[src/hw/rtl/gne_pkg.sv]
// Shared types and constants of the gate netlist evaluator.
package gne_pkg;

    // Default netlist size
    localparam int MAX_GATES_DEF  = 16;
    localparam int MAX_INPUTS_DEF = 8;

    // Fixed field widths
    localparam int SLOT_W  = 4;
    localparam int SRC_W   = 5;
    localparam int BITS_W  = 8;
    localparam int GCNT_W  = 5;
    localparam int ICNT_W  = 4;
    localparam int FAIL_W  = 4;
    localparam int APB_AW  = 3;
    localparam int APB_DW  = 32;

    // Operation codes
    localparam logic OP_LOAD = 1'b0;
    localparam logic OP_EVAL = 1'b1;

    // Register select, taken from address bit 2
    localparam logic REG_GATES_IN_USE  = 1'b0;
    localparam logic REG_INPUTS_IN_USE = 1'b1;

    typedef enum logic [1:0] {
        KIND_AND    = 2'd0,
        KIND_OR     = 2'd1,
        KIND_NOT    = 2'd2,
        KIND_TOGGLE = 2'd3
    } t_gate_kind;

    typedef struct packed {
        logic              operation;
        logic [SLOT_W-1:0] gate_slot;
        logic [1:0]        gate_kind;
        logic [SRC_W-1:0]  source_first;
        logic [SRC_W-1:0]  source_second;
        logic [BITS_W-1:0] input_bits;
    } t_in_item;

    typedef struct packed {
        logic              result_bit;
        logic              error_flag;
        logic [FAIL_W-1:0] failing_gate;
    } t_out_item;

    // Stored gate entry, kind in the low bits
    typedef struct packed {
        logic [SRC_W-1:0] second;
        logic [SRC_W-1:0] first;
        t_gate_kind       kind;
    } t_gate_entry;

    typedef struct packed {
        logic [GCNT_W-1:0] gates_in_use;
        logic [ICNT_W-1:0] inputs_in_use;
    } t_cfg;

endpackage

[src/hw/rtl/gne_walk.sv]
// Gate table, value memory and the pipelined walk over the netlist.
module gne_walk #(
    parameter int MAX_GATES  = gne_pkg::MAX_GATES_DEF,
    parameter int MAX_INPUTS = gne_pkg::MAX_INPUTS_DEF
) (
    input  logic              i_clk,
    input  logic              i_rst_n,
    input  logic              i_accept,
    input  gne_pkg::t_in_item i_item,
    input  gne_pkg::t_cfg     i_cfg,
    output logic              o_busy,
    output logic              o_done,
    output gne_pkg::t_out_item o_result
);
    import gne_pkg::*;

    localparam int GIW = (MAX_GATES > 1) ? $clog2(MAX_GATES) : 1;
    localparam int NIW = $clog2(MAX_INPUTS + 1);

    // Storage
    t_gate_entry          r_table [0:MAX_GATES-1];
    logic                 r_vmem  [0:MAX_GATES-1];
    logic [MAX_GATES-1:0] r_valid;
    logic [MAX_GATES-1:0] r_toggle;

    // Pass control
    logic              r_busy;
    logic              r_issue_on;
    logic [GIW-1:0]    r_idx;
    logic [GIW-1:0]    r_last;
    logic [NIW-1:0]    r_nin;
    logic [BITS_W-1:0] r_bits;

    // Stage B: table entry read back
    logic              r_b_vld;
    logic [GIW-1:0]    r_b_idx;
    t_gate_entry       r_tab_q;

    // Stage C: operands read back, evaluate
    logic              r_c_vld;
    logic [GIW-1:0]    r_c_idx;
    t_gate_entry       r_c_entry;
    logic              r_va_q;
    logic              r_vb_q;

    // Forward of the gate written in the previous cycle
    logic              r_fw_en;
    logic [GIW-1:0]    r_fw_idx;
    logic              r_fw_val;

    logic              r_out_vld;
    t_out_item         r_out;

    logic              is_load;
    logic              is_eval;
    logic              slot_ok;
    logic [GIW-1:0]    slot_idx;
    logic [GIW-1:0]    rd_a;
    logic [GIW-1:0]    rd_b;
    logic [GIW-1:0]    n_last;
    logic [NIW-1:0]    n_nin;
    logic              ok_a;
    logic              ok_b;
    logic              val_a;
    logic              val_b;
    logic              ok_all;
    logic              gate_out;
    logic              c_write;
    logic              c_stop;

    // Decode the operand of a source index: availability and value
    function automatic logic [1:0] fetch_src(
        input logic [SRC_W-1:0]  src,
        input logic              mem_val,
        input logic [NIW-1:0]    nin,
        input logic [BITS_W-1:0] bits,
        input logic [GIW-1:0]    last,
        input logic [MAX_GATES-1:0] valid,
        input logic              fw_en,
        input logic [GIW-1:0]    fw_idx,
        input logic              fw_val,
        input logic [GIW-1:0]    cur_idx
    );
        logic [31:0]    s32;
        logic [31:0]    g32;
        logic [GIW-1:0] gi;
        logic           ok;
        logic           v;
        s32 = 32'(src);
        g32 = s32 - 32'(MAX_INPUTS);
        gi  = GIW'(g32);
        ok  = 1'b0;
        v   = 1'b0;
        if (s32 < 32'(MAX_INPUTS)) begin
            ok = (s32 < 32'(nin));
            v  = (s32 < 32'(BITS_W)) ? bits[src[2:0]] : 1'b0;
        end else if (g32 < 32'(MAX_GATES) && g32 <= 32'(last)) begin
            ok = valid[gi];
            v  = (fw_en && gi == fw_idx && gi != cur_idx) ? fw_val : mem_val;
        end
        return {ok, v};
    endfunction

    assign is_load  = i_accept && (i_item.operation == OP_LOAD);
    assign is_eval  = i_accept && (i_item.operation == OP_EVAL);
    assign slot_ok  = (32'(i_item.gate_slot) < 32'(MAX_GATES));
    assign slot_idx = GIW'(i_item.gate_slot);

    // Clamp the gate and input counts for the pass
    always_comb begin
        logic [31:0] ng;
        logic [31:0] ni;
        ng = 32'(i_cfg.gates_in_use);
        if (ng == 32'd0) ng = 32'd1;
        if (ng > 32'(MAX_GATES)) ng = 32'(MAX_GATES);
        ni = 32'(i_cfg.inputs_in_use);
        if (ni > 32'(MAX_INPUTS)) ni = 32'(MAX_INPUTS);
        n_last = GIW'(ng - 32'd1);
        n_nin  = NIW'(ni);
    end

    // Gate memory addresses for the operand reads
    assign rd_a = GIW'(32'(r_tab_q.first)  - 32'(MAX_INPUTS));
    assign rd_b = GIW'(32'(r_tab_q.second) - 32'(MAX_INPUTS));

    // Evaluate the gate in stage C
    always_comb begin
        logic [1:0] fa;
        logic [1:0] fb;
        fa = fetch_src(r_c_entry.first, r_va_q, r_nin, r_bits, r_last, r_valid,
                       r_fw_en, r_fw_idx, r_fw_val, r_c_idx);
        fb = fetch_src(r_c_entry.second, r_vb_q, r_nin, r_bits, r_last, r_valid,
                       r_fw_en, r_fw_idx, r_fw_val, r_c_idx);
        ok_a  = fa[1];
        val_a = fa[0];
        ok_b  = fb[1];
        val_b = fb[0];
        case (r_c_entry.kind)
            KIND_AND: begin
                ok_all   = ok_a && ok_b;
                gate_out = val_a & val_b;
            end
            KIND_OR: begin
                ok_all   = ok_a && ok_b;
                gate_out = val_a | val_b;
            end
            KIND_NOT: begin
                ok_all   = ok_a;
                gate_out = ~val_a;
            end
            KIND_TOGGLE: begin
                ok_all   = ok_a;
                gate_out = val_a ^ r_toggle[r_c_idx];
            end
            default: begin
                ok_all   = 1'b0;
                gate_out = 1'b0;
            end
        endcase
        c_write = r_c_vld && ok_all;
        c_stop  = r_c_vld && (!ok_all || r_c_idx == r_last);
    end

    // Gate table: written by load items, read one entry a cycle in the walk
    always_ff @(posedge i_clk) begin
        if (is_load && slot_ok) begin
            r_table[slot_idx] <= t_gate_entry'({i_item.source_second,
                                                i_item.source_first,
                                                i_item.gate_kind});
        end
        r_tab_q <= r_table[r_idx];
    end

    // Gate output memory: one write, two operand reads
    always_ff @(posedge i_clk) begin
        if (c_write) begin
            r_vmem[r_c_idx] <= gate_out;
        end
        r_va_q <= r_vmem[rd_a];
        r_vb_q <= r_vmem[rd_b];
    end

    // Stage payload, no reset needed
    always_ff @(posedge i_clk) begin
        r_b_idx   <= r_idx;
        r_c_idx   <= r_b_idx;
        r_c_entry <= r_tab_q;
        r_fw_idx  <= r_c_idx;
        r_fw_val  <= gate_out;
        if (is_eval) begin
            r_last <= n_last;
            r_nin  <= n_nin;
            r_bits <= i_item.input_bits;
        end
        if (c_stop) begin
            r_out.result_bit   <= ok_all ? gate_out : 1'b0;
            r_out.error_flag   <= ~ok_all;
            r_out.failing_gate <= ok_all ? '0 : FAIL_W'(r_c_idx);
        end
    end

    // Control: issue, advance, flush on the end of the pass
    always_ff @(posedge i_clk) begin
        if (!i_rst_n) begin
            r_busy     <= 1'b0;
            r_issue_on <= 1'b0;
            r_idx      <= '0;
            r_b_vld    <= 1'b0;
            r_c_vld    <= 1'b0;
            r_fw_en    <= 1'b0;
            r_out_vld  <= 1'b0;
            r_valid    <= '0;
            r_toggle   <= '0;
        end else begin
            r_out_vld <= c_stop;
            r_fw_en   <= c_write;
            if (c_stop) begin
                r_busy     <= 1'b0;
                r_issue_on <= 1'b0;
                r_b_vld    <= 1'b0;
                r_c_vld    <= 1'b0;
            end else begin
                r_b_vld <= r_issue_on;
                r_c_vld <= r_b_vld;
                if (r_issue_on) begin
                    r_idx <= r_idx + GIW'(1);
                    if (r_idx == r_last) r_issue_on <= 1'b0;
                end
            end
            if (is_eval) begin
                r_busy     <= 1'b1;
                r_issue_on <= 1'b1;
                r_idx      <= '0;
            end
            // Mark computed on write, drop the mark on load
            if (c_write) begin
                r_valid[r_c_idx] <= 1'b1;
                if (r_c_entry.kind == KIND_TOGGLE) r_toggle[r_c_idx] <= gate_out;
            end
            if (is_load && slot_ok) begin
                r_valid[slot_idx] <= 1'b0;
            end
        end
    end

    assign o_busy   = r_busy;
    assign o_done   = r_out_vld;
    assign o_result = r_out;

endmodule

[src/hw/rtl/gate_netlist_evaluator.sv]
// Top level of the gate netlist evaluator: item port, register port, walk.
//
// Usage. An item is taken at a rising edge with start high and busy low.
// A load item (operation 0) writes one gate entry and clears that gate's
// computed mark; it gives no result and leaves busy low.
// An evaluate item (operation 1) brings the primary input bits and walks
// gates 0 .. gates_in_use-1, with gates_in_use held to 1 .. MAX_GATES,
// through a three-stage loop: table read, operand read from the gate output
// memory, evaluate and write back, with the previous gate's output forwarded
// around the memory, one gate a cycle. Busy is high from the taken item until
// the result strobe o_result_valid, so no item is taken while a pass runs; a
// gate whose operand is not available stops the pass early with an error.
// The result is shown for exactly one cycle and the receiver cannot hold
// it off. Registers: byte address 0 gates_in_use, 4 primary_inputs_in_use,
// written through the APB port. The user must write them only while the
// block is idle; the block itself does not enforce this.
// Reset clears the computed marks, the toggle bits and the registers
// (gates_in_use to 1, primary_inputs_in_use to 0); gate entries stay
// undefined until loaded.
module gate_netlist_evaluator #(
    parameter int MAX_GATES  = gne_pkg::MAX_GATES_DEF,
    parameter int MAX_INPUTS = gne_pkg::MAX_INPUTS_DEF
) (
    input  logic                       i_clk,
    input  logic                       i_rst_n,
    input  logic                       start,
    output logic                       busy,
    input  gne_pkg::t_in_item          i_item,
    output logic                       o_result_valid,
    output gne_pkg::t_out_item         o_result,
    input  logic                       psel,
    input  logic                       penable,
    input  logic                       pwrite,
    input  logic [gne_pkg::APB_AW-1:0] paddr,
    input  logic [gne_pkg::APB_DW-1:0] pwdata,
    output logic [gne_pkg::APB_DW-1:0] prdata,
    output logic                       pready
);
    import gne_pkg::*;

    t_cfg  r_cfg;
    logic  apb_wr;
    logic  accept;
    logic  walk_busy;

    assign apb_wr = psel && penable && pwrite;
    assign accept = start && !walk_busy;
    assign pready = 1'b1;
    assign busy   = walk_busy;

    // Hold the configuration registers
    always_ff @(posedge i_clk) begin
        if (!i_rst_n) begin
            r_cfg.gates_in_use  <= GCNT_W'(1);
            r_cfg.inputs_in_use <= '0;
        end else begin
            if (apb_wr) begin
                case (paddr[2])
                    REG_GATES_IN_USE:  r_cfg.gates_in_use  <= pwdata[GCNT_W-1:0];
                    REG_INPUTS_IN_USE: r_cfg.inputs_in_use <= pwdata[ICNT_W-1:0];
                    default: ;
                endcase
            end
        end
    end

    // Return the register read back
    always_comb begin
        prdata = '0;
        case (paddr[2])
            REG_GATES_IN_USE:  prdata = APB_DW'(r_cfg.gates_in_use);
            REG_INPUTS_IN_USE: prdata = APB_DW'(r_cfg.inputs_in_use);
            default:           prdata = '0;
        endcase
    end

    gne_walk #(
        .MAX_GATES  (MAX_GATES),
        .MAX_INPUTS (MAX_INPUTS)
    ) u_walk (
        .i_clk    (i_clk),
        .i_rst_n  (i_rst_n),
        .i_accept (accept),
        .i_item   (i_item),
        .i_cfg    (r_cfg),
        .o_busy   (walk_busy),
        .o_done   (o_result_valid),
        .o_result (o_result)
    );

endmodule
[config.mk]
export PLATFORM = sky130hd
export DESIGN_NAME = gate_netlist_evaluator
export DESIGN_NICKNAME = d
export VERILOG_FILES = /design/src/hw/rtl/gne_pkg.sv /design/src/hw/rtl/gne_walk.sv /design/src/hw/rtl/gate_netlist_evaluator.sv
export SDC_FILE = /design/constraint.sdc
export NUM_CORES = 1
export LEC_CHECK = 0
export BUFFER_PORTS_ARGS = -buffer_cell sky130_fd_sc_hd__buf_2
export CAP_MARGIN = 20
export CORE_MARGIN = 2
export CORE_UTILIZATION = 45
export DETAILED_ROUTE_END_ITERATION = 8
export MAX_ROUTING_LAYER = met4
export PLACE_DENSITY = 0.72
export SETUP_SLACK_MARGIN = 0.3
export SLEW_MARGIN = 20
export SYNTH_ARGS = -nofsm -noshare
export SYNTH_HDL_FRONTEND = slang
export SYNTH_SLANG_ARGS = --single-unit
[constraint.sdc]
create_clock -name i_clk -period 4.8 [get_ports i_clk]
set_clock_uncertainty 0.05 [all_clocks]
set_input_delay 0 -clock i_clk [delete_from_list [all_inputs] [get_ports i_clk]]
set_output_delay 0 -clock i_clk [all_outputs]
set_load 0.02 [all_outputs]
* Yosys cells after proc, flatten, opt, wreduce, memory -nomap -nowiden
Memories as Yosys holds them, arrays and structs flattened. A register that Yosys moved wholly into a read port is not among the register bits.
Index checks and enable logic that the tools add are counted.
** Operators by class
- Add/sub/neg operators :: 6
- Multipliers :: 0
- Div/mod/pow operators :: 0
- $lt $le $gt $ge :: 18
- Equal/unequal tests :: 9
- Shift operators :: 0
- Multiplexer cells :: 43
- Bitwise gates (word level) :: 12
- Reductions and logical operators :: 30
** Operator list (count)
- $le 32x4->1 :: 2
- $lt 32x5->1 const B :: 2
- $pmux 32 s2 :: 1
- $mux 16 :: 3
- $mux 1 :: 27
- $lt 4x5->1 const B :: 4
- $and 16x16->16 :: 1
- $bwmux 16 :: 1
- $eq 4x4->1 :: 4
- $logic_and 1x1->1 :: 16
- $not 16->16 :: 1
- $or 16x16->16 :: 1
- $bmux 1 s4 :: 3
- $sub 5x4->6 const B :: 2
- $lt 5x4->1 :: 2
- $lt 5x4->1 const B :: 2
- $demux 1 s4 :: 2
- $ge 4x1->1 const B :: 2
- $lt 3x4->1 const B :: 2
- $ne 4x4->1 :: 2
- $reduce_and 2->1 :: 4
- $reduce_or 2->1 :: 4
- $sub 4x4->4 const B :: 2
- $bmux 1 s3 :: 2
- 19 further kinds :: 26
** Storage, ports and cells
- Register bits :: 98
- Latch bits :: 0
- Bits in writable memories :: 208
- Memory bits (read-only) :: 0
- Input bits :: 66
- Memories :: 2
** Memory list
- u_walk.r_table :: words 16, width 12, read ports 1, clocked after Yosys merged registers in 1, wr ports 1, line gne_walk.sv:21 : t_gate_entry r_table [0:MAX_GATES-1];
- u_walk.r_vmem :: words 16, width 1, read ports 2, clocked after Yosys merged registers in 2, wr ports 1, line gne_walk.sv:22 : logic r_vmem [0:MAX_GATES-1];

* Logic depth before layout (Yosys ltp)
- Word-level depth :: 12
- Gate-level depth with buffers :: 11
- Mapped depth without buffers :: 9

* Hierarchy
Synthesis repeated with hierarchy kept, for this count alone.
** Second synthesis, totals
- Cells, all modules :: 835
- Area, all modules :: 13464.2 sq um
** Modules (own cells, without submodules)
- gne_walk :: instances 1, cells each 761, area each 12804.8 sq um, seq. area each 8528.2 sq um
- gate_netlist_evaluator :: instances 1, cells each 74, area each 659.4 sq um, seq. area each 180.2 sq um

* Least setup slack after synthesis
OpenSTA, ideal clock, no wires.
- Kind :: register -> register
- Start point :: register u_walk.r_last[2]
- End point :: register u_walk.r_toggle[12]
- Library setup time :: 0.068 ns
- Arrival time :: 2.617 ns
- Required time :: 4.682 ns
- Path slack :: 2.065 ns
- Cell stages (with the launch flop) :: 11
- Path buffers :: 1
- Period minus slack after synthesis :: 2.735 ns
- Cells stage by stage :: edfxtp_1 -> inv_1 -> ha_1 -> and3b_1 -> a2111oi_2 -> o211a_1 -> nand2_2 -> a2111o_2 -> a211o_4 -> buf_6 -> o21ai_2
** Between the ends
- Longest elaborated chain between the ends :: 8
- Elaborated cells between the ends (all ways) :: 22
** Ends and longest elaborated chain
- start, declared :: line gne_walk.sv:30 : logic [GIW-1:0] r_last;
- start signal, assigned :: line gne_walk.sv:191 : r_last <= n_last;
- $le 32x4->1 :: line gne_walk.sv:97 : end else if (g32 < 32'(MAX_GATES) && g32 <= 32'(last)) begin
- $logic_and 1x1->1 :: line gne_walk.sv:97
- $mux 1 :: line gne_walk.sv:97
- $mux 1 :: line gne_walk.sv:94 : if (s32 < 32'(MAX_INPUTS)) begin
- $logic_and 1x1->1 :: line gne_walk.sv:140, gne_walk.sv:144
- $pmux 1 s2 :: line gne_walk.sv:138 : case (r_c_entry.kind)
- $logic_and 1x1->1 :: line gne_walk.sv:160 : c_write = r_c_vld && ok_all;
- $reduce_and 2->1 (no line)
- end signal, assigned by index :: line gne_walk.sv:238 : if (r_c_entry.kind == KIND_TOGGLE) r_toggle[r_c_idx] <= gate_out;
- end, declared :: line gne_walk.sv:24 : logic [MAX_GATES-1:0] r_toggle;
Parallel ways exist; a longest one is shown, timed or not.
A chain may end at the register's enable or synchronous reset.

* Worst setup path in the final report
- Start point :: register u_walk.r_c_entry[4] (netlist name)
- End point :: register u_walk.r_toggle[0]
** Between the ends
- Longest elaborated chain between the ends :: 10
- Elaborated cells between the ends (all ways) :: 29
** Ends and longest elaborated chain
- start, declared :: line gne_walk.sv:42 : t_gate_entry r_c_entry;
- start signal, assigned :: line gne_walk.sv:187 : r_c_entry <= r_tab_q;
- parallel branches: the longest is 10 deep, another holds $lt 32x5->1
Several ways; the timed one is not identified. The select of a mux whose other input is x is not followed.

==> summary.json <==
{
  "drt_iter0_drc": 587,
  "timing.fmax_ghz": 0.299,
  "globalplace.congestion": 0.856,
  "route.antenna.remaining_nets": 0,
  "placed_wire_length_estimate_um": 17600,
  "avgViaCountPerCell": 5.49,
  "synth.top_cell.area_share": 0.518,
  "ffs_latches_synth": 320,
  "maxSlewViolCount": 0,
  "nFillCells": 2294,
  "syn_area_per_cell_sq_um": 16.2,
  "hold_viol_final": 0,
  "cts-buffers-inserted": 31,
  "drcViolationCount": 0,
  "biggest_area_consumer_among_synthesized_cells": "sky130_fd_sc_hd__edfxtp_1",
  "detailed_place.area_sq_um": 13900,
  "design.portCount": 107,
  "areaGrowthSynthToFinish_pct": 16.3,
  "setup_viol": 0,
  "post-cts-setup-buffer-count": 0,
  "maximum_clock_insertion_buffer_count": 3,
  "hold_ws_ns": 0.0246,
  "unrepaired_setup_endpoints_after_global_routing": "false",
  "power.ir.vdd_worst_uv": 362,
  "clkTransAtPathRegs_ns": 0.06,
  "sinks_on_the_clock_net": 320,
  "crit_path_start_kind": "flop",
  "postSynth.topFlopCell": "sky130_fd_sc_hd__edfxtp_1",
  "synthesis.yosys.warnings": 0,
  "grt.total_usage": 0.188,
  "floorplan.initialDensity": 0.454,
  "worst_reg2reg_path_depth": 8,
  "synthCells": 821,
  "clock_latency_ns": 0.57,
  "worstHoldPathCells": 4,
  "fp.dieArea_sq_um": 31000,
  "synth.top_cells.by_area": "sky130_fd_sc_hd__edfxtp_1 (52%), sky130_fd_sc_hd__mux4_2 (15%), sky130_fd_sc_hd__dfxtp_1 (14%)",
  "htree_levels": 1,
  "number_of_nets_in_the_layout": 998,
  "wirelength_um": 28100,
  "critical_path.max_fanout": 17,
  "worst_slack_ns": 1.45,
  "number_of_antenna_violations_at_the_first_check_in_global_routing": 0,
  "num_vias": 7298,
  "post_route_cells_drive_above_1_share": 0.268,
  "number_of_gates_given_a_new_drive_strength_after_cts": 0,
  "floorplan.rows": 63,
  "synth-edff-count": 230,
  "final.min_clock_period_ns": 3.35,
  "tritoncts": "done",
  "end_kind": "flop",
  "layout_worst_path_cycle_share": 0.697,
  "gr-total-overflow": 0,
  "first_global_vias": 7253,
  "slew_margin_rel": 0.293,
  "hold_buffers": 40,
  "synth.yosys.seq_area_share": 0.653,
  "tns_ns": 0,
  "firstDrtPassIters": 4,
  "port_buffers": 49,
  "syn_area_sq_um": 13300,
  "tightestPinTransition_ns": 1.06,
  "required_ns": 5.24,
  "dpl_worst_slack_ns": 1.43,
  "run_status": "finished clean",
  "grt_start_max_net_pins": 39,
  "die_width_um": 176,
  "critPathKind": "reg2reg",
  "synth-async-reset-ratio": 0,
  "leakage_nw": 5.35,
  "height_of_the_chip_um": 176,
  "clockRootBuffer": "sky130_fd_sc_hd__clkbuf_16",
  "fin_area_sq_um": 15500,
  "type_of_the_tightest_min_delay_check": "in2reg",
  "p_per_area_nw_per_um2": 391,
  "drv_cap": 0,
  "grt_pass1_wl_um": 43000,
  "cp.arrival_ns": 3.79,
  "wl_per_cell_um": 21.1,
  "core_region_area_sq_um": 29400,
  "count_of_distinct_cell_types_in_the_synthesized_netlist": 56,
  "antenna_cells": 0
}
-- routing by layer --
metal,vias up,track usage,part of all wire
met3,45,0.0215,0.041
met1,3702,0.254,0.44
met4,0,0.0520,0.023
met2,210,0.307,0.50
met5,-,-,0
li1,3341,-,-
-- critical path, cell delays in order, from the launching register on --
cell and delay (ns):
sky130_fd_sc_hd__dfxtp_1 0.70, sky130_fd_sc_hd__ha_1 0.37, sky130_fd_sc_hd__and3b_1 0.19, sky130_fd_sc_hd__a2111oi_2 0.34
sky130_fd_sc_hd__o211a_1 0.26, sky130_fd_sc_hd__nand2_2 0.08, sky130_fd_sc_hd__a2111o_2 0.64, sky130_fd_sc_hd__a211o_4 0.47
sky130_fd_sc_hd__o21ai_0 0.17
-- final timing paths --
check / startpoint / to / slack [ns]
worst min-delay path: psel / r_cfg[5]$_SDFFE_PN0P_ / 0.02
worst min register to register: u_walk.r_b_idx[1]$_DFF_P_ / u_walk.r_c_idx[1]$_DFF_P_ / 0.28
worst max-delay path: u_walk.r_c_entry[4]$_DFF_P_ / u_walk.r_toggle[0]$_SDFFE_PN0P_ / 1.45
worst max register to register: u_walk.r_c_entry[4]$_DFF_P_ / u_walk.r_toggle[0]$_SDFFE_PN0P_ / 1.45
-- final cells by class --
cell class	count	area, sq um	area share
multi-input combinational	425	4240	0.273
clock inverter	22	318	0.0205
tap	390	488	0.0315
sequential	320	8710	0.562
clock buffer	36	856	0.0552
timing repair buffer	110	803	0.0518
inverter	26	97.6	0.00629
-- cells by family (layout without fill, tap and decap cells) --
logic type      Yosys count  in the layout  synth area share
xor+xnor                 25             25            0.0164
buf+inv                 102            194            0.0385
mux                     103            103             0.159
flops                   320            320             0.653
other cells               2             28          0.000563
simple gates            162            162            0.0612
compound gates           89             89            0.0543
fa+ha+maj                18             18            0.0169
-- stage by stage --
| stage | cells | power [mW] | util |
|---|---|---|---|
| 2_1_floorplan | 847 | 3.31 | - |
| 5_1_grt | 1329 | 6.26 | 0.528 |
| 4_1_cts | 1329 | 6.12 | 0.528 |
| 3_3_place_gp | 1231 | 3.38 | 0.474 |
| 3_5_place_dp | 1231 | 3.39 | 0.474 |
| 6_report | 1329 | 6.07 | 0.528 |
-- report_power, final --
group          internal, mW  switching, mW  leakage (nW)
clock network          1.66           1.05         0.583
logic                 0.138          0.157          1.95
registers              3.00         0.0566          2.82
total                  4.80           1.26          5.35
-- Yosys cell counts (6+ instances only) --
master / instances
sky130_fd_sc_hd__edfxtp_1: 230
sky130_fd_sc_hd__dfxtp_1: 90
sky130_fd_sc_hd__mux4_2: 87
sky130_fd_sc_hd__nor2_1: 48
sky130_fd_sc_hd__clkbuf_1: 31
sky130_fd_sc_hd__nand2_1: 31
sky130_fd_sc_hd__buf_4: 28
sky130_fd_sc_hd__inv_1: 26
sky130_fd_sc_hd__nand3_1: 20
sky130_fd_sc_hd__ha_1: 18
sky130_fd_sc_hd__o211ai_1: 17
sky130_fd_sc_hd__xnor2_1: 13
sky130_fd_sc_hd__o21ai_0: 12
sky130_fd_sc_hd__o221a_2: 12
sky130_fd_sc_hd__xor2_1: 12
sky130_fd_sc_hd__mux2i_1: 11
sky130_fd_sc_hd__nor2b_1: 11
sky130_fd_sc_hd__o21ai_2: 10
sky130_fd_sc_hd__buf_2: 9
sky130_fd_sc_hd__nand2b_1: 8
sky130_fd_sc_hd__nor3_1: 7
sky130_fd_sc_hd__and2_1: 6
sky130_fd_sc_hd__buf_1: 6
sky130_fd_sc_hd__nor3b_1: 6
-- state kept, by name (all words and copies together), names as in the netlist, 4 cells and up --
| signal | cells |
|---|---|
| u_walk.r_table | 192 |
| u_walk.r_toggle | 16 |
| u_walk.r_valid | 16 |
| u_walk.r_vmem | 16 |
| u_walk.r_c_entry | 12 |
| u_walk.r_tab_q | 12 |
| r_cfg | 9 |
| u_walk.r_bits | 8 |
| u_walk.o_result | 6 |
| u_walk.r_b_idx | 4 |
| u_walk.r_c_idx | 4 |
| u_walk.r_fw_idx | 4 |
| u_walk.r_idx | 4 |
| u_walk.r_last | 4 |
| u_walk.r_nin | 4 |
-- cells in the final DEF (no fill, tap or decap), types with 5 or more instances in the layout --
cell type / netlist / layout
sky130_fd_sc_hd__nand2_1: 31 / 31
sky130_fd_sc_hd__nor2_1: 48 / 48
sky130_fd_sc_hd__o21ai_2: 10 / 10
sky130_fd_sc_hd__dlygate4sd3_1: 0 / 40
sky130_fd_sc_hd__o221a_2: 12 / 12
sky130_fd_sc_hd__mux4_2: 87 / 87
sky130_fd_sc_hd__mux2_2: 5 / 5
sky130_fd_sc_hd__nor3b_1: 6 / 6
sky130_fd_sc_hd__o21bai_1: 5 / 5
sky130_fd_sc_hd__bufinv_16: 0 / 7
sky130_fd_sc_hd__conb_1: 2 / 28
sky130_fd_sc_hd__buf_4: 28 / 21
sky130_fd_sc_hd__inv_1: 26 / 26
sky130_fd_sc_hd__xnor2_1: 13 / 13
sky130_fd_sc_hd__o21ai_0: 12 / 12
sky130_fd_sc_hd__clkinv_2: 0 / 7
sky130_fd_sc_hd__buf_2: 9 / 49
sky130_fd_sc_hd__nand4_1: 5 / 5
sky130_fd_sc_hd__nand3_1: 20 / 20
sky130_fd_sc_hd__nand2b_1: 8 / 8
sky130_fd_sc_hd__and2_1: 6 / 6
sky130_fd_sc_hd__edfxtp_1: 230 / 230
sky130_fd_sc_hd__xor2_1: 12 / 12
sky130_fd_sc_hd__mux2i_1: 11 / 11
sky130_fd_sc_hd__o211ai_1: 17 / 17
sky130_fd_sc_hd__dfxtp_1: 90 / 88
sky130_fd_sc_hd__nor2b_1: 11 / 11
sky130_fd_sc_hd__ha_1: 18 / 18
sky130_fd_sc_hd__clkbuf_16: 0 / 32
Power figures use the tool's default switching activity.
